`src/ft_wrench_gravity_compensation_core_assert.svh`:
```
// Assertion macros used by the top-level RTL file.
`ifndef FT_WRENCH_GRAVITY_COMPENSATION_CORE_ASSERT_SVH
`define FT_WRENCH_GRAVITY_COMPENSATION_CORE_ASSERT_SVH

// Same-cycle implication, checked out of reset.
`define FTGC_ASSERT_NOW(lbl, ante, cons, msg) \
  lbl: assert property (@(posedge clk) disable iff (!rst_n) (ante) |-> (cons)) \
    else $error(msg);

// Next-cycle implication, checked out of reset.
`define FTGC_ASSERT_NXT(lbl, ante, cons, msg) \
  lbl: assert property (@(posedge clk) disable iff (!rst_n) (ante) |=> (cons)) \
    else $error(msg);

`endif

```
`src/ftgc_pkg.sv`:
```
`default_nettype none

package ftgc_pkg;

  // 9.81 in unsigned Q4.16, rounded
  localparam logic [19:0] GRAV_Q16 = 20'd642908;

  localparam int QDEPTH_DEF = 4;

  localparam logic [47:0] CAL_RESET = 48'd16384;

  localparam logic [2:0] CFG_CAL_FX   = 3'd0;
  localparam logic [2:0] CFG_CAL_FY   = 3'd1;
  localparam logic [2:0] CFG_CAL_FZ   = 3'd2;
  localparam logic [2:0] CFG_CAL_TX   = 3'd3;
  localparam logic [2:0] CFG_CAL_TY   = 3'd4;
  localparam logic [2:0] CFG_CAL_TZ   = 3'd5;
  localparam logic [2:0] CFG_MASS     = 3'd6;
  localparam logic [2:0] CFG_MOMENT   = 3'd7;

  localparam logic [1:0] KIND_FULL = 2'd0;
  localparam logic [1:0] KIND_TOOL = 2'd1;
  localparam logic [1:0] KIND_EXT  = 2'd2;

  typedef struct packed {
    logic signed [31:0] raw_force_x;
    logic signed [31:0] raw_force_y;
    logic signed [31:0] raw_force_z;
    logic signed [31:0] raw_torque_x;
    logic signed [31:0] raw_torque_y;
    logic signed [31:0] raw_torque_z;
    logic signed [15:0] gravity_dir_x;
    logic signed [15:0] gravity_dir_y;
    logic signed [15:0] gravity_dir_z;
    logic               transform_ok;
  } in_payload_t;

  typedef struct packed {
    logic [1:0]         wrench_kind;
    logic signed [31:0] out_force_x;
    logic signed [31:0] out_force_y;
    logic signed [31:0] out_force_z;
    logic signed [31:0] out_torque_x;
    logic signed [31:0] out_torque_y;
    logic signed [31:0] out_torque_z;
    logic               wrench_valid;
    logic               last_of_sample;
  } out_payload_t;

  // one sample between front and back: axis order fx fy fz tx ty tz
  typedef struct packed {
    logic [5:0][31:0] full;
    logic [5:0][31:0] tool;
    logic             ok;
  } qentry_t;

  function automatic logic signed [31:0] sat32(input logic signed [63:0] v);
    logic signed [31:0] r;
    if (v > 64'sd2147483647) begin
      r = 32'sh7fffffff;
    end else if (v < -64'sd2147483648) begin
      r = 32'sh80000000;
    end else begin
      r = v[31:0];
    end
    return r;
  endfunction

  // round to nearest (halves up), drop sh fraction bits, clamp
  function automatic logic signed [31:0] rnd_sat(input logic signed [63:0] v,
                                                 input int unsigned sh);
    logic signed [63:0] t;
    t = v + (64'sd1 <<< (sh - 1));
    t = t >>> sh;
    return sat32(t);
  endfunction

endpackage

`default_nettype wire

```
`src/ftgc_fifo.sv`:
```
`default_nettype none

module ftgc_fifo #(
  parameter int DEPTH = ftgc_pkg::QDEPTH_DEF
) (
  input  wire logic              clk,
  input  wire logic              rst_n,
  input  wire logic              push,
  input  wire ftgc_pkg::qentry_t push_data,
  input  wire logic              pop,
  output logic                   empty,
  output ftgc_pkg::qentry_t      head
);
  import ftgc_pkg::*;

  localparam int AW = $clog2(DEPTH);
  localparam int CW = $clog2(DEPTH + 1);

  qentry_t         mem_r [DEPTH];
  logic [AW-1:0]   wr_ptr_r, wr_ptr_nxt;
  logic [AW-1:0]   rd_ptr_r, rd_ptr_nxt;
  logic [CW-1:0]   cnt_r, cnt_nxt;

  always_comb begin
    wr_ptr_nxt = wr_ptr_r;
    rd_ptr_nxt = rd_ptr_r;
    cnt_nxt    = cnt_r;
    if (push) begin
      wr_ptr_nxt = (wr_ptr_r == AW'(DEPTH - 1)) ? '0 : wr_ptr_r + 1'b1;
    end
    if (pop) begin
      rd_ptr_nxt = (rd_ptr_r == AW'(DEPTH - 1)) ? '0 : rd_ptr_r + 1'b1;
    end
    if (push && !pop) begin
      cnt_nxt = cnt_r + 1'b1;
    end else if (pop && !push) begin
      cnt_nxt = cnt_r - 1'b1;
    end
  end

  always_ff @(posedge clk) begin
    if (!rst_n) begin
      wr_ptr_r <= '0;
      rd_ptr_r <= '0;
      cnt_r    <= '0;
    end else begin
      wr_ptr_r <= wr_ptr_nxt;
      rd_ptr_r <= rd_ptr_nxt;
      cnt_r    <= cnt_nxt;
    end
  end

  always_ff @(posedge clk) begin
    if (push) begin
      mem_r[wr_ptr_r] <= push_data;
    end
  end

  assign empty = (cnt_r == '0);
  assign head  = mem_r[rd_ptr_r];

endmodule

`default_nettype wire

```
`config.mk`:
```
export PLATFORM = sky130hd
export DESIGN_NAME = ftgc_fifo
export DESIGN_NICKNAME = d
export VERILOG_FILES = /design/src/ft_wrench_gravity_compensation_core_assert.svh /design/src/ftgc_pkg.sv /design/src/ftgc_fifo.sv
export SDC_FILE = /design/constraint.sdc
export NUM_CORES = 1
export LEC_CHECK = 0
export CORE_MARGIN = 2
export CORE_UTILIZATION = 60
export CTS_BUF_LIST = sky130_fd_sc_hd__clkbuf_4
export DETAILED_ROUTE_END_ITERATION = 12
export DONT_BUFFER_PORTS = 1
export PLACE_DENSITY = 0.76
export SYNTH_ARGS = -nofsm -noshare
export SYNTH_HDL_FRONTEND = slang
export SYNTH_SLANG_ARGS = --single-unit
```
`constraint.sdc`:
```
create_clock -name clk -period 15.45 [get_ports clk]
set_input_delay 3.09 -clock clk [delete_from_list [all_inputs] [get_ports clk]]
set_output_delay 3.09 -clock clk [all_outputs]
set_load 0.02 [all_outputs]
```
==> flow_summary.json, run 1 <==
{
  "status": "finished with violations",
  "ys.flop_type": "edfxtp_1",
  "finalCritPeriodShare": 0.5114,
  "yosys.area_share.simple": 0.001474,
  "crit_type": "flip-flop to primary output",
  "syn_inst": 2054,
  "die_w_um": 309.6,
  "routedWlPerCell_um": 29.42,
  "cts_sinks": 1549,
  "syn-cell-area_um2": 56040,
  "yosysSeqAreaShare": 0.8284,
  "synth_compound_area_frac": 0.0003572,
  "grt_pass1_vias": 25234,
  "grt-ovfl-total": 0,
  "layout.nets": 2771,
  "failed_checks": "max-slew violations",
  "final_cells": 3907,
  "cp-start-kind": "flip-flop",
  "antenna_found_initial": 5,
  "slew_headroom": -0.002973,
  "crit_chain": "buf_4 -> buf_4 -> mux4_2",
  "maxCapViolCount": 0,
  "clock_path_buffers": 4,
  "hold_class": "flip-flop to flip-flop",
  "die_h_um": 309.6,
  "first_iter_violations": 2106,
  "syn-mean-instance-area_um2": 27.28,
  "place_congestion": 0.8181,
  "max_freq_ghz": 0.1266,
  "ys_warn_count": 0,
  "syn_nets": 2450,
  "synth.largest_area_cell": "edfxtp_1",
  "grt_max_degree": 181,
  "fillCellCount": 5532,
  "cts_inserted_buffers": 379,
  "slew_violations": 22,
  "rows": 112,
  "path_clk_slew_ns": 0.06,
  "yosysMostFrequentCell": "edfxtp_1",
  "viasPerCell": 6.079,
  "worstPathRequired_ns": 12.36,
  "synth_commonest_cells": "edfxtp_1, mux4_2, buf_2, buf_6, dfxtp_1",
  "worst_pin_slew_ns": 1.504,
  "die_area_um2": 95860,
  "period_needed_ns": 7.901,
  "cpMaxStageDelayCell": "dfxtp_4",
  "seqCellArea_um2": 46430,
  "h-tree-depth": 5,
  "hold_viol": 0,
  "rsz0062_at_grt": "false",
  "cts-root-buf": "clkbuf_4",
  "synth_async_sr_flop_share": 0,
  "p_leak_uw": 0.01937,
  "synth_top_area_frac": 0.8252,
  "synth_edf_count": 1540,
  "drive_gt1_frac": 0.3726,
  "via_count": 23750,
  "peakVddDrop_mv": 0.1573,
  "power_density_nw_per_um2": 141.5,
  "setup_viol": 0,
  "multi_input_area_um2": 8936,
  "critPathMaxStageDelay_ns": 0.98,
  "crit_path_end_kind": "primary output",
  "drt_pass1_iterations": 5,
  "crit_fanout": 52,
  "core_area_um2": 92910,
  "synth.area.top_cells": "edfxtp_1, mux4_2, buf_6",
  "grt_usage": 0.2384,
  "syn2layout_area_growth_pct": 10.49,
  "fin_tns_setup_ns": 0,
  "post_cts_buffers": 0,
  "wl_um": 114900,
  "ant_nets": 0,
  "drc": 0,
  "synthMuxAreaShare": 0.1554,
  "clk_latency_ns": 1.24,
  "io_buffers": 0,
  "synth_top_family_by_area": "multiplexers",
  "grt_pass1_wl_um": 163200,
  "hold_buffers": 0,
  "tritoncts": "yes",
  "cpMostUsedCell": "buf_4",
  "synth.distinct_cells": 20,
  "ctsResizeCount": 0,
  "synth-seq-cells": 1549,
  "dp_hpwl_um": 71640,
  "synth_adder_area_share": 0.001697,
  "start_util": 0.6032,
  "io_pins": 775,
  "place_inst": 3248,
  "fin_skew_ns": 0.09906,
  "synth_xor_area_frac": 0.0003126,
  "critPathArrivalTime_ns": 4.81
}
final timing paths:
check	to	slack, ns	depth (start not counted)	startpoint
worst min register to register	cnt_r[2]	0.51	2	cnt_r[2]
worst min-delay path	cnt_r[2]	0.51	2	cnt_r[2]
worst max-delay path	head[41]	7.55	3	flip-flop
worst max register to register	mem_r[2][80]	12.14	5	wr_ptr_r[0]
cell usage in the layout (no fill, tap or decap), drive strengths merged:
cell type  instances
edfxtp          1540
clkinvlp           4
xnor2              1
a21boi             1
nor2               1
dfxtp              9
o21a               1
mux4             385
xor2               1
nor3               2
mux2i              4
and2               5
clkbuf           540
fa                 1
diode             15
nor2b              5
buf               26
ha                 6
inv               10
bufinv             7
or3                1
clkinv            87
o21ai              1
power by group:
group | switching (uW) | internal [uW] | leakage (uW)
Combinational | 454 | 213 | 0.00238
Clock | 1500 | 1720 | 0.00277
Sequential | 53.1 | 4830 | 0.0142
Total | 2000 | 6760 | 0.0194
stage by stage:
stage | hold slack (ns) | area, um2 | setup WS (ns) | total power (uW) | util
2_1_floorplan | 0.4642 | 56040 | 2.903 | 5558 | -
3_5_place_dp | 0.5127 | 57220 | 8.559 | 5645 | 0.6159
6_report | 0.5062 | 61920 | 7.549 | 8758 | 0.6664
3_3_place_gp | 0.5126 | 57220 | 8.596 | 5626 | 0.6159
4_1_cts | 0.5209 | 61880 | 7.227 | 8861 | 0.6660
5_1_grt | 0.5476 | 61910 | 6.976 | 9078 | 0.6663
state kept, by name, indices dropped and copies added, names as in the netlist, named ones only:
register and cells:
mem_r 1540, cnt_r 3, wr_ptr_r 2, rd_ptr_r 2
per-layer routing:
metal  GRT usage  wire length [um]  part of all wire  vias to the layer above
li1            -                 -                 -                     9893
met1      0.2533             36720              0.32                    12278
met2      0.3978             60560              0.53                     1298
met3      0.1063             12450              0.11                      279
met4      0.1311              5181             0.045                        2
met5           0                 9          0.000078                        -
logic make-up after synthesis:
group | count (synthesis)
AO/OA/AOI/OAI | 3
XOR/XNOR | 2
adder cells (fa/ha/maj) | 7
buffers and inverters | 90
flip-flops | 1549
multiplexers | 389
AND/OR/NAND/NOR | 14
worst max-delay path: cells and delay by family, from the launching register on:
kind | cells | cell delay, ns
flip-flops | 1 | 0.98
buffers and inverters | 2 | 1.77
multiplexers | 1 | 0.72
final cells by class:
cell class              count  area share
multi-input cells         415      0.1443
clock inverters           104    0.009760
diodes                     15   0.0006062
inverters                   4   0.0002425
clock buffers             540     0.06547
well taps                1254     0.02534
flip-flops and latches   1549      0.7499
repair buffers             26    0.004365
(Power assumes the default switching activity.)
==> run 2, diff against run 1 <==
==> constraint.sdc (replaced) <==
create_clock -name clk -period 7.5 [get_ports clk]
set_input_delay 1.5 -clock clk [delete_from_list [all_inputs] [get_ports clk]]
set_output_delay 1.5 -clock clk [all_outputs]
set_load 0.02 [all_outputs]
==> flow_summary.json, run 2 (synthesized netlist as in run 1, its figures left out) <==
{
  "slew_violations": 89,
  "grt_pass1_vias": 24979,
  "fin_skew_ns": 0.1037,
  "cp-start-kind": "flip-flop",
  "crit_fanout": 113,
  "drive_gt1_frac": 0.3687,
  "r2r_cells": 4,
  "power_density_nw_per_um2": 289.1,
  "crit_type": "flip-flop to primary output",
  "place_congestion": 0.7765,
  "failed_checks": "max-slew violations",
  "first_iter_violations": 2059,
  "cpMaxStageDelayCell": "dfxtp_4",
  "peakVddDrop_mv": 0.2074,
  "layout_common_cells": "edfxtp_1, clkbuf_4, mux4_2",
  "io_buffers": 0,
  "min_to": "mem_r[1][160]",
  "path_clk_slew_ns": 0.07,
  "top_register": "mem_r",
  "post_cts_buffers": 0,
  "worst_pin_slew_ns": 1.576,
  "clk_latency_ns": 1.24,
  "period_needed_ns": 5.086,
  "layout.nets": 2767,
  "drc": 0,
  "rsz0062_at_grt": "false",
  "tritoncts": "yes",
  "clock_path_buffers": 4,
  "rows": 112,
  "layout_commonest_cell": "edfxtp_1",
  "fillCellCount": 5604,
  "die_w_um": 309.6,
  "grt_usage": 0.2342,
  "cts-root-buf": "clkbuf_4",
  "max_freq_ghz": 0.1966,
  "antenna_found_initial": 4,
  "r2r_slack_ns": 4.86,
  "reg_top3": "mem_r: 1540 flops, cnt_r: 3 flops",
  "finalCritPeriodShare": 0.6782,
  "fin_tns_setup_ns": 0,
  "crit_chain": "buf_12 -> mux4_2",
  "grt_max_degree": 175,
  "wl_um": 113100,
  "io_pins": 775,
  "h-tree-depth": 5,
  "start_util": 0.6032,
  "hold_path_depth": 0,
  "setup_viol": 0,
  "hold_path.startpoint": "push_data[160]",
  "slew_headroom": -0.05073,
  "hold_buffers": 0,
  "via_count": 23401,
  "dp_hpwl_um": 69360,
  "utilization": 0.6653,
  "ant_nets": 0,
  "die_h_um": 309.6,
  "cts_sinks": 1549,
  "setup_slack_ns": 2.414,
  "regToRegStartpoint": "wr_ptr_r[1]",
  "ctsResizeCount": 0,
  "p_leak_uw": 0.01931,
  "hold_viol": 0,
  "maxCapViolCount": 0,
  "viasPerCell": 6.010,
  "critPathArrivalTime_ns": 3.59,
  "grt-ovfl-total": 0,
  "syn2layout_area_growth_pct": 10.31,
  "die_area_um2": 95860,
  "largest_reg_flops": 1540,
  "crit_path_end_kind": "primary output",
  "status": "finished with violations",
  "cts_inserted_buffers": 379,
  "drt_pass1_iterations": 6,
  "place_ws_ns": 3.482,
  "grt_pass1_wl_um": 160000,
  "hold_class": "input pin to flip-flop",
  "r2r_end": "mem_r[1][35]",
  "core_area_um2": 92910,
  "worstPathRequired_ns": 6.00,
  "routedWlPerCell_um": 29.03,
  "critPathMaxStageDelay_ns": 0.80
}
-- run 2: cell count changes in the layout (fill, tap and decap cells not counted), sizes merged --
cell,previous run,this run
clkinv,87,100
diode,15,9
bufinv,7,4
inv,10,9
clkinvlp,4,2
clkbuf,540,530
buf,26,22
-- run 2: metal layers --
layer  global-route usage  up-vias  share of wire
met2               0.3819     1187           0.52
met3               0.1256      239           0.13
met5                    0        -        0.00011
met4               0.1268        2          0.045
li1                     -     9859              -
met1               0.2427    12114           0.31
-- run 2: critical path: cells and delay by family, from the launching register on --
| family | cells | cell delay, ns |
|---|---|---|
| flops | 1 | 0.80 |
| mux | 1 | 0.74 |
| buf+inv | 1 | 0.61 |
-- run 2: through the flow --
stage / total power [uW] / std cells / cell area, um2 / hold slack, ns
2_1_floorplan: 11370 / 2054 / 56040 / 0.4642
3_3_place_gp: 11600 / 3244 / 57250 / 0.5173
3_5_place_dp: 11640 / 3244 / 57250 / 0.5240
4_1_cts: 18090 / 3885 / 61790 / 0.1941
5_1_grt: 18560 / 3889 / 61800 / 0.2086
6_report: 17870 / 3894 / 61820 / 0.3459
-- run 2: report_power, final --
group,switching [uW],internal [uW]
combinational,953,442
clock,3060,3380
sequential,96.5,9940
total,4110,13800
-- run 2: cell type report --
cell class | instances | area, um2 | area share
Clock buffer | 530 | 3979 | 0.06436
Tap cell | 1254 | 1569 | 0.02538
Clock inverter | 111 | 560.5 | 0.009068
Sequential cell | 1549 | 46430 | 0.7511
Multi-Input combinational cell | 415 | 8936 | 0.1446
Inverter | 4 | 15.01 | 0.0002429
Timing Repair Buffer | 22 | 302.8 | 0.004898
Antenna cell | 9 | 22.52 | 0.0003643
-- run 2: worst max path at each step --
stage                    from          end  slack [ns]  depth (start not counted)
detailed placement  flip-flop    head[233]        3.48                          2
finish              flip-flop    head[233]        2.41                          2
global placement    flip-flop    head[291]        3.49                          2
floorplan                push  mem_r[3][0]        0.87                          1
CTS                 flip-flop    head[233]        2.15                          2
global route        flip-flop    head[233]        2.06                          2
